### src/rtl/qfr_pkg.sv
// Shared widths, pipeline stage types and step functions for the matrix to quaternion
// converter. Depends on nothing; every other rtl file imports it.
`timescale 1ns / 1ps
package qfr_pkg;
  localparam int FRAC_BITS = 14;
  localparam int DW        = 16;
  localparam int NUM_W     = DW + 1;
  localparam int S_W       = ((FRAC_BITS > DW) ? FRAC_BITS : DW) + 2;
  localparam int SQ_W      = ((S_W + FRAC_BITS + 3) / 4) * 4;
  localparam int RT_W      = SQ_W / 2;
  localparam int SQ_ST     = RT_W / 2;
  localparam int N_W       = NUM_W + FRAC_BITS + 1;
  localparam int Q_W       = DW;
  localparam int DV_ST     = Q_W / 2;
  localparam int CMP_W     = N_W + RT_W + 2;
  localparam int LAT       = SQ_ST + DV_ST + 3;

  localparam logic [1:0] PIV_TRACE = 2'd0;
  localparam logic [1:0] PIV_X     = 2'd1;
  localparam logic [1:0] PIV_Y     = 2'd2;
  localparam logic [1:0] PIV_Z     = 2'd3;

  typedef struct packed {
    logic [SQ_W-1:0] op;
    logic [RT_W+1:0] rem;
    logic [RT_W-1:0] root;
  } sq_t;

  typedef struct packed {
    logic [N_W-1:0] p;
    logic [Q_W-1:0] q;
    logic [RT_W:0]  den;
  } dv_t;

  typedef struct packed {
    logic [1:0]              pivot;
    logic signed [NUM_W-1:0] num_a;
    logic signed [NUM_W-1:0] num_b;
    logic signed [NUM_W-1:0] num_c;
  } side_t;

  typedef struct packed {
    logic [1:0]      pivot;
    logic            degen;
    logic [RT_W-1:0] half;
    logic [2:0]      neg;
    logic [2:0]      ovf;
  } tail_t;

  // One digit of the restoring square root: two radicand bits in, one root bit out.
  function automatic sq_t sq_step(input sq_t a);
    logic [RT_W+3:0] trial;
    logic [RT_W+3:0] test;
    sq_t r;
    trial  = {a.rem, a.op[SQ_W-1 -: 2]};
    test   = {2'b00, a.root, 2'b01};
    r.op   = {a.op[SQ_W-3:0], 2'b00};
    if (trial >= test) begin
      r.rem  = (RT_W+2)'(trial - test);
      r.root = {a.root[RT_W-2:0], 1'b1};
    end else begin
      r.rem  = (RT_W+2)'(trial);
      r.root = {a.root[RT_W-2:0], 1'b0};
    end
    return r;
  endfunction

  // One quotient bit of the restoring divider at bit position b.
  function automatic dv_t dv_step(input dv_t a, input int b);
    logic [CMP_W-1:0] sh;
    dv_t r;
    r  = a;
    sh = CMP_W'(a.den) << b;
    if (CMP_W'(a.p) >= sh) begin
      r.p    = N_W'(CMP_W'(a.p) - sh);
      r.q[b] = 1'b1;
    end
    return r;
  endfunction
endpackage

### src/rtl/qfr_front.sv
// Input stage: trace test, pivot choice, radicand and off-diagonal numerators.
// Depends on qfr_pkg.
`timescale 1ns / 1ps
module qfr_front (
  input  logic                             clk,
  input  logic                             en,
  input  logic signed [qfr_pkg::DW-1:0]    r00, r01, r02, r10, r11, r12, r20, r21, r22,
  output logic [qfr_pkg::S_W-1:0]          s,
  output qfr_pkg::side_t                   side
);
  import qfr_pkg::*;

  logic signed [S_W:0] e00, e01, e02, e10, e11, e12, e20, e21, e22;
  logic signed [S_W:0] one, trace, s_raw;
  logic [S_W-1:0]      s_next;
  side_t               side_next;

  assign one = (S_W+1)'(1) <<< FRAC_BITS;
  assign e00 = (S_W+1)'(r00);
  assign e01 = (S_W+1)'(r01);
  assign e02 = (S_W+1)'(r02);
  assign e10 = (S_W+1)'(r10);
  assign e11 = (S_W+1)'(r11);
  assign e12 = (S_W+1)'(r12);
  assign e20 = (S_W+1)'(r20);
  assign e21 = (S_W+1)'(r21);
  assign e22 = (S_W+1)'(r22);
  assign trace = e00 + e11 + e22;

  always_comb begin
    side_next.pivot = PIV_TRACE;
    side_next.num_a = NUM_W'(e21 - e12);
    side_next.num_b = NUM_W'(e02 - e20);
    side_next.num_c = NUM_W'(e10 - e01);
    s_raw = trace + one;
    if (trace <= 0) begin
      // Ties keep the lower axis.
      if (e22 > e11 && e22 > e00) begin
        side_next.pivot = PIV_Z;
        s_raw = e22 - e00 - e11 + one;
        side_next.num_a = NUM_W'(e10 - e01);
        side_next.num_b = NUM_W'(e02 + e20);
        side_next.num_c = NUM_W'(e12 + e21);
      end else if (e11 > e00) begin
        side_next.pivot = PIV_Y;
        s_raw = e11 - e22 - e00 + one;
        side_next.num_a = NUM_W'(e02 - e20);
        side_next.num_b = NUM_W'(e21 + e12);
        side_next.num_c = NUM_W'(e01 + e10);
      end else begin
        side_next.pivot = PIV_X;
        s_raw = e00 - e11 - e22 + one;
        side_next.num_a = NUM_W'(e21 - e12);
        side_next.num_b = NUM_W'(e10 + e01);
        side_next.num_c = NUM_W'(e20 + e02);
      end
    end
    s_next = (s_raw < 0) ? '0 : S_W'(s_raw);
  end

  always_ff @(posedge clk) begin
    if (en) begin
      s    <= s_next;
      side <= side_next;
    end
  end
endmodule

### config.mk
export PLATFORM = sky130hd
export DESIGN_NAME = qfr_front
export DESIGN_NICKNAME = d
export VERILOG_FILES = /design/src/rtl/qfr_pkg.sv /design/src/rtl/qfr_front.sv
export SDC_FILE = /design/constraint.sdc
export NUM_CORES = 1
export LEC_CHECK = 0
export CORE_MARGIN = 2
export CORE_UTILIZATION = 47
export CTS_BUF_LIST = sky130_fd_sc_hd__clkbuf_8 sky130_fd_sc_hd__clkbuf_16
export DETAILED_ROUTE_END_ITERATION = 8
export DONT_BUFFER_PORTS = 1
export GPL_TIMING_DRIVEN = 1
export PLACE_DENSITY = 0.64
export RECOVER_POWER = 100
export REMOVE_ABC_BUFFERS = 1
export SETUP_SLACK_MARGIN = 0.1
export SYNTH_ARGS = -nofsm -noshare
export SYNTH_HDL_FRONTEND = slang
export SYNTH_SLANG_ARGS = --single-unit
### constraint.sdc
create_clock -name clk -period 6.62 [get_ports clk]
set_input_delay 0.331 -clock clk [delete_from_list [all_inputs] [get_ports clk]]
set_output_delay 0.331 -clock clk [all_outputs]
set_load 0.05 [all_outputs]
=== Yosys cells after proc, flatten, opt, wreduce, memory -nomap -nowiden ===
Cells that the tools add are included.

* Flip-flop bits (word level): 71
* Input port bits: 146
* Output and inout bits: 71
* Word-level logic and storage cells: 35

* $add $sub $neg: 18
* Order comparisons: 5
* Multiplexer cells: 6
* Reductions and logical operators: 1

{| class="wikitable"
|+ Operator list
! kind !! number
|-
| 53-bit 2-to-1 mux || 2
|-
| 16-bit by 16-bit subtractor with 17-bit output || 6
|-
| 18-bit by 16-bit adder with 19-bit output (second input constant) || 4
|-
| 16-bit by 16-bit adder with 17-bit output || 4
|-
| 19-bit 2-to-1 mux || 3
|-
| 17-bit by 16-bit subtractor with 18-bit output || 3
|-
| 51-bit 2-to-1 mux || 1
|-
| 16-bit > comparator || 3
|-
| 19-bit by 1-bit < comparator with 1-bit output (second input constant) || 1
|-
| 17-bit by 16-bit adder with 18-bit output || 1
|-
| 18-bit by 1-bit less-or-equal comparator with 1-bit output (second input constant) || 1
|-
| 1-bit logical AND || 1
|}

=== Depth between registers and ports, before layout ===
Gate-level depths: netlist of run 1.

* Word-level depth: 7
* Gate-level depth with buffers: 25
* Gate-level depth less buffers: 23

=== Worst setup path before layout of run 1 ===
OpenSTA, ideal clock, no wires.

* Path kind: in2reg
* From: input r00[0] in the netlist's numbering
* To: register side[2] in the netlist's numbering (data pin)
* Setup time: 0.265 ns
* Data arrival time: 4.477 ns
* Data required time: 6.355 ns
* Setup slack: 1.878 ns
* Stages on the path: 23
* Buffers on the path: 1
* Cells stage by stage: inv_1 -> fa_1 -> inv_1 -> ha_1 -> inv_1 -> fa_1 -> nor2b_1 -> o2111ai_2 -> nand3_1 -> o31ai_1 -> o21ai_0 -> a21oi_1 -> xnor2_1 -> inv_1 -> ha_1 -> and4b_1 -> nand3_1 -> or3_1 -> or4_4 -> o21a_1 -> buf_2 -> mux2i_1 -> or3_1

{| class="wikitable"
|+ RTL lines
! what !! RTL line !! source
|-
| start, declared || qfr_front.sv:7 || <nowiki>input logic signed [qfr_pkg::DW-1:0] r00, r01, r02, r10, r11, r12, r20, r21, r22,</nowiki>
|-
| end signal, assigned || qfr_front.sv:64 || <nowiki>side <= side_next;</nowiki>
|-
| end, declared || qfr_front.sv:9 || <nowiki>output qfr_pkg::side_t side</nowiki>
|}

==> metrics.csv, run 1 <==
stage,metric,value,unit
clock_tree,CTS tree,built,
critical_path,crit path max fanout,30,
floorplan,IO Pins,217,
critical_path,crit path to,side[28],
critical_path,WS Path Type,input pin to register,
sta,Max-slew headroom,14.0,%
yosys,ys async rst share,0,%
drt,DR vias,12700,
floorplan,width of the die,185,um
drt,initial DRC count,824,
clock_tree,Worst-path clk slew,0.06,ns
floorplan,die footprint,34200,um2
critical_path,Required @ worst endpoint,6.76,ns
global_routing,initial antenna violation count,0,
yosys,"Seq/Total Area, Yosys",13.9,%
sta,Final Max Tran Viols,0,
placement,RePlAce Congestion,0.934,
drt,DR vias/cell,5.67,
job,number of max-cap violations,0,
yosys,Synth Instances,1829,
critical_path,CP arrival,5.79,ns
final_layout,"most common cell after layout, fill and taps aside",ha_1,
final_layout,fillers,3128,
yosys,Yosys cell types,83,
critical_path,CP startpoint kind,input pin,
global_routing,first-pass GRT wire length,69000,um
final_layout,end-of-flow core utilization,49.3,%
pwr,Leak Pwr,7.40,nW
global_routing,vias in the first global route,12800,
final_layout,most frequent cells in the layout,"ha_1 (300), inv_1 (224), nor2_1 (163)",
floorplan,starting density of the core,47.5,%
yosys,Seq cells post-synth,71,
clock_tree,worst-case clock buffer depth,2,
pwr,Peak VDD IR,0.135,mV
sta,Worst Max-Slew Pin Slew,1.29,ns
critical_path,Crit. End Element,register,
final_layout,ANT cells,0,
sta,setup TNS,0,ns
sta,fmax,0.177,GHz
clock_tree,hold buffer count at CTS,0,
global_routing,largest net degree at the start of global routing,74,
pwr,Power Total,3.87,mW
outcome,status,completed,
clock_tree,Sink Count,71,
yosys,synthesized area,15400,um2
clock_tree,H-tree levels,3,
yosys,Post-synth EDFFs,71,
drt,routed length per instance,19.9,um
final_layout,Nets,2314,
placement,I/O Buffers,0,
yosys,Syn Area/Cell,8.41,um2
clock_tree,total CTS buffers,9,
sta,Final Hold Violating Endpoints,0,
global_routing,Tot GR Track Use,26.1,%
drt,Detail Route Antenna Nets,0,
drt,drt total wl,44400,um
sta,fin crit share,85.3,%
sta,RSZ-0062 raised after global routing,no,
yosys,synth warn,0,
yosys,Synth Flop Type,edfxtp_1,
floorplan,die height,185,um
min_path,min-delay src,en,
placement,placed cell areas,15700,um2
floorplan,Placeable Area,32400,um2
drt,Residual DRC,0,
critical_path,Critical path origin,r00[1],
final_layout,fin area,16000,um2
final_layout,share of cells above drive strength 1,2.07,%
placement,DPL Wire Length,36700,um
global_routing,total gr overflow,0,
clock_tree,CTS root buf,clkbuf_16,
clock_tree,total setup buffers inserted after CTS,0,
sta,Final min period,5.65,ns
drt,1st-pass router iterations,5,
clock_tree,CTS resizes,0,
final_layout,Area Overhead vs Synth,3.72,%
floorplan,cell row count,66,
min_path,HP Class,input pin to register,
sta,Final Setup Violations,0,
pwr,Cell Pwr Density,243,nW/um2
==> flip-flops by register name, summed over array words and instances (netlist names) <==
register,flops
s,18
side,53
==> layout make-up <==
cell class | count | area [um2] | area share, %
multi-input cells | 1472 | 12100 | 75.8
flip-flops and latches | 71 | 2130 | 13.4
inverters | 223 | 837 | 5.24
well taps | 442 | 553 | 3.46
clock buffers | 9 | 225 | 1.41
repair buffers | 7 | 61.3 | 0.384
clock inverters | 7 | 55.1 | 0.345
==> synth_stat cells (all sizes together) (36+ instances only) <==
| cell type | number | area (um2) |
|---|---|---|
| xnor2 | 96 | 841 |
| fa | 84 | 1680 |
| edfxtp | 71 | 2130 |
| nor2 | 163 | 612 |
| nand2 | 91 | 344 |
| nand3 | 36 | 180 |
| clkbuf | 38 | 143 |
| a21oi | 135 | 679 |
| o21ai | 102 | 514 |
| inv | 223 | 837 |
| ha | 300 | 3750 |
| nor3 | 40 | 205 |
==> cells by family after synthesis <==
group / share of synthesized area, %
simple gates: 14.7
compound gates: 19.8
fa+ha+maj: 35.3
buf+inv: 7.34
xor+xnor: 7.06
flops: 13.9
mux: 1.96
==> worst min path at each step <==
stage	to	cells after the start
after floorplan	s[0]	0
after global placement	side[51]	0
after detailed placement	side[35]	0
after CTS	side[38]	0
after global routing	side[35]	0
final	side[35]	0
==> worst max-delay path: stages <==
cell       delay (ns)
fa_1             0.48
ha_1             0.23
inv_1            0.09
fa_1             0.21
nor2b_1          0.07
o2111ai_1        0.29
nand3_1          0.21
o31ai_1          0.47
o21ai_0          0.14
a21oi_1          0.21
xnor2_1          0.19
inv_1            0.08
ha_1             0.20
and4b_1          0.18
nand3_1          0.07
or3_1            0.10
or4_1            0.12
o21a_1           0.99
clkbuf_1         0.64
nor2_1           0.13
a221oi_1         0.35
==> layer usage <==
metal | GRT usage [%] | vias to the layer above | part of all wire (%)
met1 | 31.4 | 5983 | 41
met5 | 0 | - | 0
met3 | 5.68 | 68 | 7.7
met2 | 45.8 | 364 | 48
met4 | 9.40 | 0 | 3.5
li1 | - | 6237 | -
==> through the flow <==
stage                     setup slack, ns  hold WS (ns)  instances
after floorplan                     0.181         0.443       1766
after global placement               1.28         0.451       2215
after detailed placement             1.20         0.451       2215
after CTS                            1.55        0.0927       2231
after global routing                0.638        0.0870       2231
final                               0.974         0.106       2231
==> power breakdown <==
group          total [mW]  internal, mW  switching (mW)
sequential           1.22         0.695           0.530
combinational        2.16         0.858            1.31
clock               0.484         0.285           0.199
total                3.87          1.84            2.03
Power figures use the tool's default switching activity.
==> inputs of run 2 (changes only) <==
Settings changed: ABC_AREA from default to 1.
==> run 2 against run 1 <==
- first-iteration DRC count up 77%
- sequential cell count unchanged
- global-route usage up 2.6 points
- area after synthesis up 15%
- largest cell class unchanged
- highest routed layer unchanged
==> metrics.csv, run 2 <==
stage,metric,value,unit,change
critical_path,CP startpoint kind,input pin,,
drt,DR vias,16400,,+29%
sta,Final Setup Violations,0,,unchanged
yosys,Post-Synth Simple-Gate Area,30.4,%,+16 points
final_layout,share of cells above drive strength 1,2.97,%,+0.91 points
yosys,Synth Flop Type,edfxtp_1,,
global_routing,initial antenna violation count,0,,unchanged
global_routing,largest net degree at the start of global routing,72,,-2.7%
yosys,"top cells by area, synth","ha_1 (21%), nand2_1 (18%), edfxtp_1 (12%)",,
drt,routed length per instance,18.3,um,-8.2%
floorplan,die footprint,39100,um2,+14%
critical_path,Crit. End Element,register,,
critical_path,Required @ worst endpoint,6.63,ns,-0.13 ns
outcome,status,completed,,
yosys,post-synth top area share,21.3,%,-3.1 points
drt,Detail Route Antenna Nets,0,,unchanged
sta,fmax,0.187,GHz,+5.7%
final_layout,fillers,3875,,+24%
yosys,synthesized area,17700,um2,+15%
placement,DPL Wire Length,47800,um,+30%
yosys,commonest cells in the netlist,"nand2_1 (838), inv_1 (431), ha_1 (300), nand3_1 (185), a21oi_1 (151)",,
clock_tree,CTS root buf,clkbuf_16,,
final_layout,Area Overhead vs Synth,2.89,%,
yosys,synth warn,0,,unchanged
yosys,post-synthesis compound-gate area fraction,10.5,%,-9.2 points
sta,fin crit share,80.7,%,-4.6 points
clock_tree,H-tree levels,3,,unchanged
placement,I/O Buffers,0,,unchanged
sta,Worst Max-Slew Pin Slew,1.44,ns,+0.147 ns
sta,Final Max Tran Viols,0,,unchanged
yosys,ys async rst share,0,%,unchanged
placement,pre-CTS setup slack,1.86,ns,+0.667 ns
clock_tree,CTS tree,built,,
sta,setup TNS,0,ns,unchanged
sta,final setup margin,1.28,ns,+0.306 ns
floorplan,width of the die,198,um,+6.9%
placement,placed cell areas,17900,um2,+14%
yosys,"count leader, synth",nand2_1,,
sta,Final min period,5.34,ns,-0.306 ns
final_layout,sequential cell area,2130,um2,unchanged
pwr,Leak Pwr,10.2,nW,+37%
job,number of max-cap violations,0,,unchanged
floorplan,IO Pins,217,,unchanged
yosys,largest family of logic cells by synthesized area,adder cells,,
sta,WHS,0.105,ns,-0.000922 ns
clock_tree,hold buffer count at CTS,0,,unchanged
final_layout,Layout Cells excl Fill,3090,,+39%
final_layout,most frequent cells in the layout,"nand2_1 (839), inv_1 (432), ha_1 (300)",,
drt,1st-pass router iterations,7,,+2
yosys,multiplexer share of the synthesized area,0,%,-2.0 points
final_layout,area occupied by multi-input gates,13500,um2,+11%
floorplan,die height,198,um,+6.9%
final_layout,ANT cells,0,,unchanged
floorplan,starting density of the core,48.0,%,+0.44 points
drt,DR vias/cell,5.29,,-6.7%
sta,Max-slew headroom,3.78,%,-10 points
final_layout,Top Registers,"side: 53 flops, s: 18 flops",,
pwr,Cell Pwr Density,240,nW/um2,-0.91%
final_layout,Nets,3147,,+36%
min_path,HP Class,input pin to register,,
drt,drt total wl,56400,um,+27%
yosys,Post-Synth XOR/XNOR Area,4.71,%,-2.3 points
sta,RSZ-0062 raised after global routing,no,,
global_routing,total gr overflow,0,,unchanged
global_routing,Tot GR Track Use,28.7,%,+2.6 points
global_routing,first-pass GRT wire length,87000,um,+26%
yosys,post-synth top area cell,ha_1,,
clock_tree,total setup buffers inserted after CTS,0,,unchanged
drt,Residual DRC,0,,unchanged
yosys,Synth Instances,2670,,+46%
final_layout,fin area,18200,um2,+14%
critical_path,CP max stage delay,1.19,ns,+0.20 ns
yosys,Yosys cell types,53,,-36%
critical_path,crit path max fanout,21,,-30%
critical_path,CP most frequent cell,nor2_1,,
drt,initial DRC count,1458,,+77%
global_routing,vias in the first global route,15500,,+21%
floorplan,Placeable Area,36800,um2,+14%
clock_tree,total CTS buffers,9,,unchanged
clock_tree,worst-case clock buffer depth,2,,unchanged
critical_path,slowest CP cell,nand3_1,,
final_layout,"most common cell after layout, fill and taps aside",nand2_1,,
placement,dpl cells,3074,,+39%
pwr,Peak VDD IR,0.124,mV,-8.1%
yosys,Post-synth EDFFs,71,,unchanged
clock_tree,CTS resizes,0,,unchanged
critical_path,WS Path Type,input pin to register,,
critical_path,worst-path cell chain,inv_1 -> ha_1 -> nor2_1 -> nand2_1 -> nor2_1 -> nand4_1 -> nand3_1 -> nand2_1 -> nand2_1 -> nor2_1 -> nor2_1 -> a21oi_1,,
yosys,Syn Area/Cell,6.61,um2,-21%
yosys,Adder-Cell Fraction of Synth Area,30.8,%,-4.5 points
final_layout,number of flip-flops in the largest register,53,,unchanged
placement,RePlAce Congestion,0.978,,+4.7%
sta,Final Hold Violating Endpoints,0,,unchanged
yosys,Seq cells post-synth,71,,unchanged
final_layout,Largest Register,side,,
clock_tree,Sink Count,71,,unchanged
yosys,"Seq/Total Area, Yosys",12.1,%,-1.8 points
floorplan,cell row count,70,,+6.1%
critical_path,CP arrival,5.35,ns,-0.44 ns
clock_tree,Worst-path clk slew,0.07,ns,about the same
-- run 2: worst max-delay path, delay by kind of cell --
| kind | cells | cell delay, ns |
|---|---|---|
| adders and majority gates | 1 | 0.33 |
| AOI/OAI and AO/OA | 1 | 0.14 |
| buffers and inverters | 1 | 0.20 |
| and+or+nand+nor | 9 | 4.34 |
-- run 2: power breakdown --
group          internal [mW]  total [mW]  switching [mW]
Combinational          0.881        2.63            1.75
Clock                  0.258       0.479           0.220
Sequential             0.700        1.25           0.554
-- run 2: stage by stage --
stage	power (mW)	util [%]
final	4.37	49.4
after global routing	4.73	49.4
after CTS	4.34	49.5
after detailed placement	3.85	48.7
after global placement	3.83	48.7
after floorplan	3.08	-
-- run 2: final cells by class --
type,count,area share (%)
sequential,71,11.7
tap,468,3.22
timing repair buffer,8,0.296
multi-input combinational,2086,74.1
clock inverter,7,0.303
clock buffer,9,1.24
inverter,441,9.11
-- run 2: metal layers --
layer  part of all wire (%)  global-route usage [%]
met1                     48                    42.1
met2                     40                    41.4
met3                     11                    9.32
met4                    1.7                    4.43
met5                      0                       0
-- run 2: cells by family (layout without fill, tap and decap cells) --
group,Yosys count,after routing
DFF,71,71
xor gates and xnor gates,95,95
and+or+nand+nor,1280,1280
AOI/OAI and AO/OA,327,327
buffers and inverters,513,465
adders and majority gates,384,384
-- run 2: path summary, 6_finish.rpt --
path,from,endpoint,slack [ns],cells after the start
worst max-delay path,r00[15],s[8],1.28,12
worst min-delay path,en,side[10],0.11,0
==> inputs of run 3 (changes only) <==
Settings changed: ABC_AREA 1 to 0, PLACE_DENSITY 0.64 to 0.66.
Clock period 6.62 ns to 4.4 ns, I/O delays scaled along.
==> run 3 against run 2 <==
- largest cell class unchanged
- hold slack got worse by 0.082 ns
- worst setup slack worse by 1.2 ns
- sequential cell count unchanged
- critical endpoint is now side[2]
- combinational power rose by 41%
- final cell count shrank 25%
- sequential power increased by 49%
- critical path type unchanged
- total power up 45%
==> metrics.csv, run 3 (same netlist as run 1, synthesis figures left out) <==
stage,metric,value,unit,change
critical_path,slowest CP cell,fa_1,,
clock_tree,H-tree levels,3,,unchanged
final_layout,Area Overhead vs Synth,10.8,%,
clock_tree,total CTS buffers,9,,unchanged
placement,DPL Wire Length,37600,um,-21%
drt,Residual DRC,0,,unchanged
clock_tree,CTS tree,built,,
final_layout,Layout Cells excl Fill,2328,,-25%
pwr,Peak VDD IR,0.196,mV,+58%
global_routing,met2 usage,47.7,%,+6.2 points
global_routing,total gr overflow,0,,unchanged
drt,drt total wl,45500,um,-19%
drt,DR vias,13200,,-19%
clock_tree,CTS root buf,clkbuf_16,,
placement,RePlAce Congestion,0.948,,-3.1%
critical_path,CP max stage delay,0.56,ns,-0.63 ns
final_layout,most frequent cells in the layout,"ha_1 (298), inv_1 (221), nor2_1 (163)",,
floorplan,die footprint,34200,um2,-13%
critical_path,CP startpoint kind,input pin,,
clock_tree,Worst-path clk slew,0.06,ns,about the same
sta,Final Max Tran Viols,0,,unchanged
sta,fmax,0.234,GHz,
drt,Detail Route Antenna Nets,0,,unchanged
clock_tree,worst-case clock buffer depth,2,,unchanged
critical_path,CP arrival,4.35,ns,-1.00 ns
critical_path,"CP delay by family, top",simple AND/OR/NAND/NOR gates,,
clock_tree,Sink Count,71,,unchanged
final_layout,Nets,2411,,-23%
job,number of max-cap violations,0,,unchanged
placement,dpl cells,2290,,-26%
floorplan,cell row count,66,,-5.7%
final_layout,Top Registers,"side: 53 flops, s: 18 flops",,
placement,I/O Buffers,0,,unchanged
sta,Final Hold Violating Endpoints,0,,unchanged
global_routing,"Most Used Layer, Global Route",met2,,
critical_path,Critical path origin,r22[1],,
sta,RSZ-0062 raised after global routing,yes,,
critical_path,Buffers & Inverters on Critical Path,4,,+3
floorplan,die height,185,um,-6.5%
critical_path,Crit. End Element,register,,
drt,routed length per instance,19.5,um,+7.1%
sta,fin crit share,97.1,%,
final_layout,number of flip-flops in the largest register,53,,unchanged
drt,DR vias/cell,5.66,,+6.9%
global_routing,first-pass GRT wire length,71200,um,-18%
floorplan,width of the die,185,um,-6.5%
min_path,HP Class,input pin to register,,
sta,Final min period,4.27,ns,
sta,Worst Max-Slew Pin Slew,0.877,ns,-0.561 ns
critical_path,WS Path Type,input pin to register,,
critical_path,critical path depth in cells,22,,+10
sta,setup TNS,0,ns,unchanged
final_layout,ANT cells,0,,unchanged
floorplan,starting density of the core,47.5,%,-0.44 points
pwr,Leak Pwr,7.97,nW,-22%
final_layout,"most common cell after layout, fill and taps aside",ha_1,,
critical_path,crit path max fanout,6,,-71%
sta,Final Setup Violations,0,,unchanged
critical_path,Required @ worst endpoint,4.48,ns,-2.15 ns
global_routing,Tot GR Track Use,26.6,%,-2.1 points
pwr,Cell Pwr Density,370,nW/um2,+54%
outcome,status,completed,,
drt,initial DRC count,856,,-41%
global_routing,GR Layer Usage met3,6.17,%,-3.1 points
global_routing,largest net degree at the start of global routing,73,,+1.4%
final_layout,Largest Register,side,,
global_routing,initial antenna violation count,0,,unchanged
final_layout,fillers,3117,,-20%
critical_path,crit path to,side[2],,
global_routing,met1 usage in global routing,31.9,%,-10 points
floorplan,IO Pins,217,,unchanged
final_layout,share of cells above drive strength 1,8.70,%,+5.7 points
critical_path,worst-path cell chain,fa_1 -> ha_4 -> inv_1 -> fa_2 -> nor2b_4 -> o2111ai_2 -> nand3_2 -> o31ai_4 -> o21ai_1 -> a21oi_2 -> xnor2_2 -> inv_1 -> ha_1 -> and4b_1 -> nand3_1 -> or3_1 -> or4_4 -> o21ai_4 -> buf_12 -> buf_6 -> nor3_1 -> or3_1,,
sta,Max-slew headroom,40.7,%,+37 points
floorplan,Placeable Area,32400,um2,-12%
global_routing,vias in the first global route,13400,,-14%
min_path,hold depth,0,,unchanged
drt,1st-pass router iterations,5,,-2
run 3: power breakdown:
| group | internal (mW) | switching [mW] |
|---|---|---|
| Combinational | 1.63 | 2.08 |
| Clock | 0.440 | 0.309 |
| Sequential | 1.04 | 0.813 |
| Total | 3.11 | 3.20 |
run 3: area by class of cell:
class                      instances  area (um2)  area share [%]
clock inverter                     7        72.6           0.426
inverter                         223         840            4.92
clock buffer                       9         225            1.32
tap                              442         553            3.24
multi-input combinational       1472       12300            71.9
sequential                        71        2130            12.5
timing repair buffer             104         970            5.69
run 3: worst min path at each step:
stage	startpoint	end	slack [ns]
floorplan	en	s[0]	0.33
global placement	en	side[35]	0.34
detailed placement	en	side[35]	0.34
CTS	en	side[38]	0.001
global route	en	side[41]	0.003
finish	en	side[40]	0.02
run 3: layer usage:
layer | vias up | wire [um]
met1 | 6259 | 18000
li1 | 6433 | -
met4 | 0 | 1320
met2 | 421 | 22500
met3 | 61 | 3650
met5 | - | 0
run 3: per-stage QoR:
step	utilization (%)	instance area [um2]	worst slack [ns]	hold WS (ns)	total power [mW]
after floorplan	-	15100	-1.93	0.332	4.19
after global placement	50.5	16300	-0.401	0.339	5.25
after detailed placement	50.5	16300	-0.542	0.336	5.30
after CTS	51.9	16800	0.111	0.00100	6.15
after global routing	52.7	17100	0.0129	0.00267	6.77
final	52.7	17100	0.129	0.0229	6.31
run 3: timing repair:
action | 4_1_cts | 5_1_grt
gates cloned | 1 | 3
pin swaps | 8 | 16
hold buffers | 2 | 1
resized for setup | 19 | 24
endpoints found under the setup margin | 71 | 66
hold endpoints to repair | 10 | 1
setup buffers | 5 | 10
